==> src/design/fbsc_mul.sv <==
`timescale 1ns / 1ps
module fbsc_mul (
	input  logic               clk,
	input  logic signed [31:0] a,
	input  logic signed [31:0] b,
	output logic signed [63:0] prod
);
	logic signed [63:0] prod_q;

	always_ff @(posedge clk) begin
		prod_q <= a * b;
	end

	assign prod = prod_q;
endmodule

==> config.mk <==
export PLATFORM = sky130hd
export DESIGN_NAME = fbsc_mul
export DESIGN_NICKNAME = d
export VERILOG_FILES = /design/src/design/fbsc_mul.sv
export SDC_FILE = /design/constraint.sdc
export NUM_CORES = 2
export LEC_CHECK = 0
export BUFFER_PORTS_ARGS = -buffer_cell sky130_fd_sc_hd__buf_2
export CAP_MARGIN = 20
export CORE_MARGIN = 1.5
export CORE_UTILIZATION = 60
export DETAILED_ROUTE_END_ITERATION = 7
export GPL_ROUTABILITY_DRIVEN = 0
export MAX_ROUTING_LAYER = met4
export PLACE_DENSITY = 0.77
export SKIP_CTS_REPAIR_TIMING = 1
export SYNTH_ARGS = -nofsm -noshare
export SYNTH_HDL_FRONTEND = slang
export SYNTH_SLANG_ARGS = --single-unit
==> constraint.sdc <==
create_clock -name clk -period 15.4 [get_ports clk]
set_input_delay 0 -clock clk [delete_from_list [all_inputs] [get_ports clk]]
set_output_delay 0 -clock clk [all_outputs]
set_load 0.01 [all_outputs]
Word-level counts from Yosys, hierarchy flattened
Cells that the tools add are included.
{"block": "word_totals", "latch_bits": 0, "wordCells": 2, "reg_bits": 64, "romBits": 0, "ram_bits": 0, "n_memories": 0, "output_inout_bits": 64}
{"block": "op_classes", "reduce_logical": 0, "eq_ne": 0, "shift": 0, "order_cmp": 0, "bitwise_logic": 0, "multipliers": 1, "div": 0, "n_mux": 0, "n_addsub": 0}
{"cell": "32-bit by 32-bit multiplier with 64-bit output", "count": 1}

Longest topological paths before layout
{"block": "logic_depth", "ltp_word": 1, "depth_mapped": 28, "depth_no_buf": 27}

Worst setup path after synthesis
No wires, ideal clock.
{"block": "synth_path", "path_type": "input to register", "start": "input port b[2]", "end": "register prod_q[62] (netlist: prod[62])", "n_path_buf": 1, "t_arrival_ps": 7189, "path_slack_ps": 8139, "path_stages": 24, "required_ps": 15328, "cell_sequence": "clkbuf_1 nand2_1 inv_1 fa_1 fa_1 fa_1 fa_1 inv_1 fa_1 inv_1 fa_1 inv_1 fa_1 inv_1 fa_1 ha_1 and3_1 nand2_1 or3_1 o22a_1 o211ai_1 a31oi_1 o31ai_1 xor2_1"}
{"block": "synth_between", "elab_chain_cells": 1}
{"item": "start: declaration", "line": "5", "text": "input logic signed [31:0] b,"}
{"item": "32-bit by 32-bit multiplier with 64-bit output", "line": "11", "text": "prod_q <= a * b;"}
{"item": "end signal: assignment", "line": "11"}
{"item": "end: declaration", "line": "8", "text": "logic signed [63:0] prod_q;"}
Every way passes these cells.

Worst setup path in the final report
{"block": "layout_path", "start": "input port b[5]", "end": "register prod_q[62] (netlist: prod[62])"}
The elaborated chain is that of the path after synthesis.

==> results_dict.tcl <==
set metrics [dict create \
    synth_top_cell_by_area "fa_1" \
    hp-class "in2reg" \
    clk_pin_slew_worst_paths_ns 0.06 \
    worstPathRequired_ns 15.72 \
    synth_ff_type "dfxtp_1" \
    final_hold_viol_count 0 \
    grt_max_degree 33 \
    synth_top_cells_by_area "fa_1 58%, inv_1 9.6%, and2_1 8.7%, ha_1 6.2%, nand2_1 5.2%" \
    cp.arrival_ns 8.53 \
    ant_nets 0 \
    area.growth.synth_to_final_pct 3.36 \
    cts_buffers 9 \
    die_x_um 252 \
    largest_reg_flops 64 \
    crit_top_cell "fa_1" \
    fmax_ghz 0.122 \
    grt_use_total_pct 33.8 \
    port_buffers 128 \
    drt_iter0_drc 1910 \
    cts_root_buffer "clkbuf_16" \
    layout_common_cells "1082 x fa_1, 952 x inv_1, 516 x and2_1" \
    avgSynthCellArea_um2 9.59 \
    firstDrtPassIters 6 \
    grt_pass1_vias 29500 \
    cpMaxStageDelayCell "fa_1" \
    cpPeakStageDelay_ns 0.83 \
    core_region_area_um2 61500 \
    pin_count 129 \
    rsz0062_at_grt "no" \
    cts_sinks 64 \
    worst_slew_pin_slew_ns 0.983 \
    finalWirelength_um 95900 \
    outcome "finished clean" \
    synth-edff-count 0 \
    synth_seq_cells 64 \
    htreeDepth 3 \
    nets 5166 \
    ys_types 63 \
    die_height_um 252 \
    crit_type "in2reg" \
    fp-row-count 91 \
    synthArstFlopShare_pct 0 \
    drcViolationCount 0 \
    fin_crit_sh_pct 53.3 \
    layout_commonest_cell "fa_1" \
    critPathLaunchType "primary input" \
    die_area_um2 63600 \
    post_drt_via_cell_ratio 5.60 \
    cts_buffer_depth 2 \
    netlist_instances 3884 \
    drv_slew 0 \
    ys_seq_area_share_pct 3.44 \
    syn_nets 5215 \
    tritoncts "done" \
    slew_headroom_pct 34.5 \
    vias 26000 \
    crit_path_max_fanout 32 \
    grt_antenna_before_repair 9 \
    end_kind "register" \
    grt_pass1_wl_um 159000 \
    start_util_pct 60.6 \
    drive_above_1_share_pct 4.61 \
    fin_crit_ns 8.21 \
    synth_area_um2 37200 \
    ys.warnings.count 0 \
    dp_hpwl_um 76300 \
    drv_cap 0 \
    synth_top_area_share_pct 58.2 \
    setup_tns_ns 0 \
    setup_viol 0 \
    overflow 0 \
    routedWlPerCell_um 20.7 \
]
==> critical path, delay by kind of cell <==
| family | cells | cell delay [ns] |
|---|---|---|
| XOR/XNOR | 1 | 0.17 |
| AO/OA/AOI/OAI | 3 | 0.92 |
| buffers and inverters | 8 | 1.77 |
| AND/OR/NAND/NOR | 4 | 0.90 |
| adder cells (fa/ha/maj) | 9 | 4.73 |
==> cells in the mapped netlist (2+ instances only) <==
| master | number |
|---|---|
| a21o_1 | 23 |
| nor3_1 | 6 |
| a21oi_1 | 68 |
| o21ai_2 | 2 |
| nand2b_1 | 9 |
| buf_2 | 3 |
| ha_1 | 184 |
| o21a_1 | 4 |
| fa_1 | 1082 |
| o22a_1 | 2 |
| inv_1 | 952 |
| nor2b_1 | 3 |
| and3_1 | 7 |
| o21ai_0 | 28 |
| a31oi_1 | 12 |
| or3_1 | 4 |
| nand2_1 | 511 |
| o21bai_1 | 15 |
| o211ai_1 | 3 |
| clkbuf_1 | 195 |
| buf_1 | 2 |
| a21o_2 | 2 |
| xor2_1 | 22 |
| dfxtp_1 | 64 |
| and4_1 | 3 |
| a211oi_1 | 4 |
| nor2_1 | 42 |
| and2_1 | 516 |
| nand3_1 | 15 |
| a211oi_2 | 3 |
| o31ai_1 | 6 |
| xnor2_1 | 53 |
| a21boi_0 | 3 |
| nand4_1 | 7 |
==> worst paths after layout <==
check / start / to / cells past startpoint
setup / recovery: b[5] / prod[62] / 25
hold / removal: a[0] / prod[0] / 3
==> cell type report <==
class                   count  area [µm²]
clock inverters             4        22.5
inverters                 952        3570
fillers                  5057       23000
multi-input cells        2668       31600
clock buffers              10         239
diodes                     10        25.0
flip-flops and latches     64        1280
well taps                 790         988
repair buffers            140         731
==> per-layer routing <==
layer	part of all wire [%]	track usage [%]	wire, µm
met1	37	42.5	35900
met2	49	53.7	46700
met3	8.9	6.23	8570
met4	4.9	15.5	4680
met5	0	-	0
==> kinds of logic after synthesis <==
kind of cell / count (synthesis) / share of synthesized area, %
adder cells (fa/ha/maj): 1266 / 64.3
buffers and inverters: 1152 / 11.6
AND/OR/NAND/NOR: 1134 / 15.4
AO/OA/AOI/OAI: 193 / 3.46
XOR/XNOR: 75 / 1.76
flip-flops: 64 / 3.44
==> metrics by stage <==
step | cells | hold WS [ns] | area, µm² | utilization (%) | setup slack [ns]
2_1_floorplan | 3884 | 0.127 | 37200 | - | 8.14
3_3_place_gp | 4614 | 0.395 | 38200 | 62.1 | 7.08
3_5_place_dp | 4614 | 0.392 | 38200 | 62.1 | 6.87
4_1_cts | 4628 | 0.213 | 38500 | 62.6 | 7.23
5_1_grt | 4637 | 0.247 | 38500 | 62.6 | 6.72
6_report | 4638 | 0.237 | 38500 | 62.6 | 7.19
Power is not shown: default switching activity piles up to over one toggle a cycle in this logic, so the estimate is an artifact.
