===== config.mk =====
export PLATFORM = sky130hd
export DESIGN_NAME = fbsc_div
export DESIGN_NICKNAME = d
export VERILOG_FILES = /design/src/design/fbsc_pkg.sv /design/src/design/fbsc_div.sv
export SDC_FILE = /design/constraint.sdc
export NUM_CORES = 1
export LEC_CHECK = 0
export ABC_AREA = 0
export BUFFER_PORTS_ARGS = -buffer_cell sky130_fd_sc_hd__buf_2
export CORE_UTILIZATION = 50
export DETAILED_ROUTE_END_ITERATION = 8
export PLACE_DENSITY = 0.69
export SETUP_SLACK_MARGIN = 0.4
export SLEW_MARGIN = 20
export SYNTH_ARGS = -nofsm -noshare
export SYNTH_HDL_FRONTEND = slang
export SYNTH_SLANG_ARGS = --single-unit

===== constraint.sdc =====
create_clock -name clk -period 4.94 [get_ports clk]
set_input_delay 0.247 -clock clk [delete_from_list [all_inputs] [get_ports clk]]
set_output_delay 0.247 -clock clk [all_outputs]
set_load 0.02 [all_outputs]

===== src/design/fbsc_pkg.sv =====
`timescale 1ns / 1ps
package fbsc_pkg;

	localparam int NUM_PLANES = 6;

	localparam logic [1:0] MODE_LOAD   = 2'd0;
	localparam logic [1:0] MODE_BOX    = 2'd1;
	localparam logic [1:0] MODE_SPHERE = 2'd2;

	localparam logic [1:0] STAT_OK     = 2'd0;
	localparam logic [1:0] STAT_NOPLN  = 2'd1;
	localparam logic [1:0] STAT_DEGEN  = 2'd2;

	localparam logic signed [31:0] FMT_MAX = 32'sh7fffffff;
	localparam logic signed [31:0] FMT_MIN = 32'sh80000000;

	typedef enum logic [6:0] {
		ST_IDLE = 7'b0000001,
		ST_RAW  = 7'b0000010,
		ST_SQRT = 7'b0000100,
		ST_NORM = 7'b0001000,
		ST_DIV  = 7'b0010000,
		ST_TEST = 7'b0100000,
		ST_FIN  = 7'b1000000
	} state_t;

	// handshake of an iterative unit toward the sequencer
	typedef struct packed {
		logic busy;
		logic done;
	} unit_stat_t;

	// matrix row combined with row 3 for each plane
	function automatic logic [1:0] plane_row(input logic [2:0] p);
		logic [1:0] r;
		case (p)
			3'd0, 3'd1: r = 2'd2;
			3'd2, 3'd3: r = 2'd0;
			3'd4, 3'd5: r = 2'd1;
			default:    r = 2'd0;
		endcase
		return r;
	endfunction

	function automatic logic plane_plus(input logic [2:0] p);
		logic s;
		case (p)
			3'd0, 3'd2, 3'd5: s = 1'b1;
			default:          s = 1'b0;
		endcase
		return s;
	endfunction

	function automatic logic signed [31:0] sat32(input logic signed [32:0] v);
		logic signed [31:0] r;
		if (v > 33'sd2147483647)
			r = FMT_MAX;
		else if (v < -33'sd2147483648)
			r = FMT_MIN;
		else
			r = v[31:0];
		return r;
	endfunction

endpackage


===== src/design/fbsc_div.sv =====
`timescale 1ns / 1ps
module fbsc_div (
	input  logic                 clk,
	input  logic                 arst_n,
	input  logic                 start,
	input  logic [63:0]          num,
	input  logic [31:0]          den,
	output fbsc_pkg::unit_stat_t stat,
	output logic [63:0]          quot
);
	logic [63:0] num_q, quot_q;
	logic [31:0] den_q;
	logic [32:0] rem_q, rem_sh;
	logic [5:0]  cnt_q;
	logic        busy_q, done_q, ge;

	assign rem_sh = {rem_q[31:0], num_q[63]};
	assign ge     = rem_sh >= {1'b0, den_q};

	always_ff @(posedge clk or negedge arst_n) begin
		if (!arst_n) begin
			busy_q <= 1'b0;
			done_q <= 1'b0;
			cnt_q  <= '0;
			num_q  <= '0;
			quot_q <= '0;
			den_q  <= '0;
			rem_q  <= '0;
		end else begin
			done_q <= 1'b0;
			if (start) begin
				busy_q <= 1'b1;
				cnt_q  <= '0;
				num_q  <= num;
				den_q  <= den;
				rem_q  <= '0;
				quot_q <= '0;
			end else if (busy_q) begin
				// restoring step, one quotient bit per cycle
				rem_q  <= ge ? rem_sh - {1'b0, den_q} : rem_sh;
				quot_q <= {quot_q[62:0], ge};
				num_q  <= {num_q[62:0], 1'b0};
				cnt_q  <= cnt_q + 6'd1;
				if (cnt_q == 6'd63) begin
					busy_q <= 1'b0;
					done_q <= 1'b1;
				end
			end
		end
	end

	assign stat.busy = busy_q;
	assign stat.done = done_q;
	assign quot      = quot_q;
endmodule


Word-level counts from Yosys, hierarchy flattened
Index checks and enable logic that the tools add are counted.

operators by class
  add/sub/neg operators = 2
  equal/unequal tests = 1
  reductions and logical operators = 1
  order comparisons = 1
  muxes and demuxes = 15

operators with widths
  operator                                     number
  2-to-1 mux 64 bit                            4
  2-to-1 mux 32 bit                            3
  >= comparator 33 x 32 -> 1 bit               1
  subtractor 32 bit                            1
  2-to-1 mux 6 bit                             2
  adder 6 x 1 -> 6 bit, second input constant  1
  == test 6 bit, second input constant         1
  2-to-1 mux 1 bit                             6
  nonzero test 2 bit                           1

storage, ports and cells
  word-level logic and storage cells = 27
  bits in registers = 200
  bits of input ports = 99

Logic depth before layout (Yosys ltp)
  depth after elaboration = 4
  gate-level depth with buffers = 13
  depth with buffers taken out = 11

Worst setup path after synthesis
No wires, ideal clock.

  kind = register to register
  from = register num_q[63]
  to = register rem_q[20]
  cell stages (with the launch flop) = 12
  path slack = 2.268 ns
  clock period less this slack = 2.672 ns
  path buffers = 0
  data arrival time = 2.572 ns
  setup time = 0.099 ns
  required time = 4.841 ns
  cells stage by stage = dfrtp_1 > inv_1 > ha_1 > fa_1 > nand2b_1 > a211oi_1 > o2111ai_2 > a21oi_1 > a21o_1 > a21oi_1 > or3_1 > a311oi_1

on the way
  cells in the longest elaborated chain, start to end = 4
  elaborated cells on any way between the ends = 5

ends and longest elaborated chain
  what                                                                        line                            text
  start, declared                                                             fbsc_div.sv:11                  logic [63:0] num_q, quot_q;
  start signal, assigned                                                      fbsc_div.sv:34                  num_q <= num;
  start signal, assigned                                                      fbsc_div.sv:42                  num_q <= {num_q[62:0], 1'b0};
  subtractor 32 bit / >= comparator 33 x 32 -> 1 bit (equally long branches)  fbsc_div.sv:40, fbsc_div.sv:18
  2-to-1 mux 32 bit (*)                                                       fbsc_div.sv:40                  rem_q <= ge ? rem_sh - {1'b0, den_q} : rem_sh;
  2-to-1 mux 32 bit (*)                                                       fbsc_div.sv:38                  end else if (busy_q) begin
  2-to-1 mux 32 bit (*)                                                       fbsc_div.sv:31                  if (start) begin
  end signal, assigned                                                        fbsc_div.sv:40
  end, declared                                                               fbsc_div.sv:13                  logic [32:0] rem_q, rem_sh;

Mark *: on every way between the ends. The rest lies on a longest branch, timed or not. The select of a mux whose other input is x is not followed.
A chain may end at the register's enable or synchronous reset.

Worst setup path in the final report
  from = register rem_q[26]
  to = register rem_q[25]

on the way
  cells in the longest elaborated chain, start to end = 4

ends and longest elaborated chain
  what                            line            text
  >= comparator 33 x 32 -> 1 bit  fbsc_div.sv:18  assign ge = rem_sh >= {1'b0, den_q};
  2-to-1 mux 32 bit               fbsc_div.sv:40
  2-to-1 mux 32 bit               fbsc_div.sv:38
  2-to-1 mux 32 bit               fbsc_div.sv:31

Every way passes these cells. The select of a mux whose other input is x is not followed.

==> metrics.yaml <==
run_status:
  status: "finished clean"
setup_path:
  crit_arrival_ns: 3.57
  critical-path-top-delay-family: "compound AO/OA/AOI/OAI gates"
  max_stage_delay_ns: 0.64
  crit_chain: "ha_1 > or2_1 > a311o_1 > a21oi_1 > nand2_1 > a211o_1 > nor2_4 > a22oi_1 > a211oi_1"
  critPathLaunchType: "flip-flop"
  crit_type: "reg -> reg"
  slowest_stage: "nor2_4"
  cp-end-kind: "flip-flop"
  crit_buf_inv: 0
  path_max_fanout: 31
  required_ns: 5.28
  r2r_slack_ns: 1.70
power:
  power_mw: 4.79
  leakage_nw: 6.81
  powerDensity_nw_per_um2: 392
  ir_worst_vdd_v: 0.000317
finish:
  layout-drive-gt1-share_pct: 17.8
  area_delta_synth_final_pct: 16.4
  fin_nets: 1370
  diodes: 0
die:
  fp.dieArea_um2: 21600
  die_h_um: 147
  ios: 165
  rows: 52
  core-area_um2: 20400
  initial_utilization_pct: 51.4
  fp.dieW_um: 147
route:
  routed_wirelength_mm: 22.8
  wl_per_cell_um: 15.0
  dr.first_iter.drc_count: 466
  drtPass1Iterations: 5
  drcViolationCount: 0
  antenna_left: 0
  routed_via_density: 5.41
  vias: 8222
global_route:
  grt.total_usage_pct: 21.9
  grt_pass1_vias: 7827
  grt_max_degree: 140
  antenna_found_initial: 1
  grt_overflow: 0
  grt_pass1_wl_mm: 38.6
yosys:
  yosysWarningCount: 0
  ys_seq_area_share_pct: 47.6
  syn_area_um2: 10500
  synth_cell_types: 65
  synth-seq-cells: 200
  synth-edff-count: 0
  syn_inst: 1102
  synth_ff_type: "dfrtp_1"
  syn-num-nets: 1235
  avgSynthCellArea_um2: 9.54
  async_flop_share_pct: 100
hold_path:
  min_path_type: "in -> reg"
sta:
  post-route-period-util_pct: 65.5
  worst_slew_margin_rel_pct: 41.2
  max_freq_mhz: 309
  drv_slew: 0
  setup_tns_ns: 0
  post-route-min-period_ns: 3.24
  setup_viol: 0
  hold_viol: 0
  clock_skew_ns: 0.0107
  rsz0062_at_grt: "false"
  tightest_slew_ns: 0.882
cts:
  clock_sinks: 200
  cts_setup_buffers: 0
  path_clk_slew_ns: 0.08
  cts_inserted_buffers: 17
  htreeDepth: 4
  clock_latency_ns: 0.45
  cts_tree: "yes"
  root_buffer: "clkbuf_16"
  ctsLongestPathBuffers: 2
placement:
  hpwl_mm: 15.3
  io_buffers: 164
  gp_congestion: 0.898
flow_run:
  drv_cap: 0
## area by class of cell
cell class                 instances  area, um2
clock buffer                      19        453
inverter                          41        154
clock inverter                    13        179
sequential                       200       5010
tap                              270        338
fill                            1814       8200
multi-input combinational        793       5070
timing repair buffer             184       1030
## kinds of logic after synthesis
logic type               after synthesis  share of synthesized area [%]
flip-flops                           200                           47.6
AND/OR/NAND/NOR                      356                           14.3
AO/OA/AOI/OAI                        249                           15.4
buffers and inverters                109                           4.17
XOR/XNOR                              25                           2.08
adder cells (fa/ha/maj)               34                           4.12
multiplexers                         129                           12.3
## path summary, 6_finish.rpt
path | startpoint | end | depth (start not counted)
worst max-delay path | rem_q[26]$_DFFE_PN0P_ | rem_q[25]$_DFFE_PN0P_ | 9
worst min-delay path | num[52] | num_q[52]$_DFFE_PN0P_ | 3
worst max register to register | rem_q[26]$_DFFE_PN0P_ | rem_q[25]$_DFFE_PN0P_ | 9
worst min register to register | quot[63]$_DFFE_PN0P_ | quot[63]$_DFFE_PN0P_ | 2
max in group asynchronous | arst_n | num_q[8]$_DFFE_PN0P_ | 3
min in group asynchronous | arst_n | rem_q[15]$_DFFE_PN0P_ | 2
## flip-flops by register name, indices dropped and copies added (netlist names)
name    cells
cnt_q       6
done_q      1
num_q      64
den_q      32
busy_q      1
quot       64
rem_q      32
## stage by stage
| step | util [%] | instances | hold WS (ns) | area [um2] | worst slack (ns) |
|---|---|---|---|---|---|
| 3_3_place_gp | 56.1 | 1475 | 0.414 | 11500 | 1.79 |
| 6_report | 59.9 | 1520 | 0.00682 | 12200 | 1.70 |
| 3_5_place_dp | 56.1 | 1475 | 0.412 | 11500 | 1.72 |
| 5_1_grt | 59.9 | 1520 | 0.0107 | 12200 | 1.47 |
| 4_1_cts | 59.9 | 1520 | 0.00146 | 12200 | 1.71 |
| 2_1_floorplan | - | 1102 | -0.0486 | 10500 | 2.27 |
## cells in the final DEF, fill, tap and decap left out, types with 5 or more instances in the layout
| cell | count |
|---|---|
| dfrtp_1 | 199 |
| nand2_1 | 167 |
| buf_2 | 162 |
| mux2i_1 | 128 |
| nor2_1 | 118 |
| o21ai_0 | 113 |
| a21oi_1 | 42 |
| inv_1 | 41 |
| ha_1 | 33 |
| clkbuf_16 | 17 |
| xor2_1 | 14 |
| a311oi_1 | 14 |
| nand3_1 | 13 |
| dlygate4sd3_1 | 13 |
| a211oi_1 | 11 |
| xnor2_1 | 11 |
| nand4_1 | 10 |
| a21o_1 | 10 |
| nand2b_1 | 8 |
| o21a_1 | 7 |
| nor3_1 | 7 |
| a311oi_2 | 7 |
| o211ai_1 | 6 |
| or3_1 | 6 |
| buf_4 | 6 |
| and3_1 | 5 |
| clkinv_8 | 5 |
## tightest hold or removal path: stages
cell and delay (ns):
buf_2 0.08, nand2_1 0.04, o21ai_0 0.06
## synthesized netlist by cell type (8+ instances only)
library cell,n,share of area [%]
dfrtp_1,200,48
nand2_1,167,6.0
mux2i_1,128,12
nor2_1,118,4.2
o21ai_0,113,5.4
clkbuf_1,53,1.9
a21oi_1,42,2.0
inv_1,41,1.5
ha_1,33,3.9
a311oi_1,14,1.2
xor2_1,14,1.2
nand3_1,13,0.62
a211oi_1,11,0.79
xnor2_1,11,0.92
a21o_1,10,0.71
nand4_1,10,0.60
buf_1,8,0.29
nand2b_1,8,0.48
## repair_timing
action,CTS,global route
setup endpoints to repair,0,0
endpoints found under the hold margin,117,0
hold buffers,13,0
resized for setup,0,0
## routing by layer
layer | global-route usage, % | wire (um)
met1 | 30.7 | 10800
met2 | 34.6 | 10700
met3 | 4.25 | 1030
met4 | 6.44 | 301
met5 | 0 | 0
## power by group
group          leakage, nW  switching [mW]  internal (mW)
clock                0.302           0.700          0.759
combinational         3.91           0.879          0.572
sequential            2.60          0.0968           1.78
Note: power is estimated with default switching activity, not from simulation.
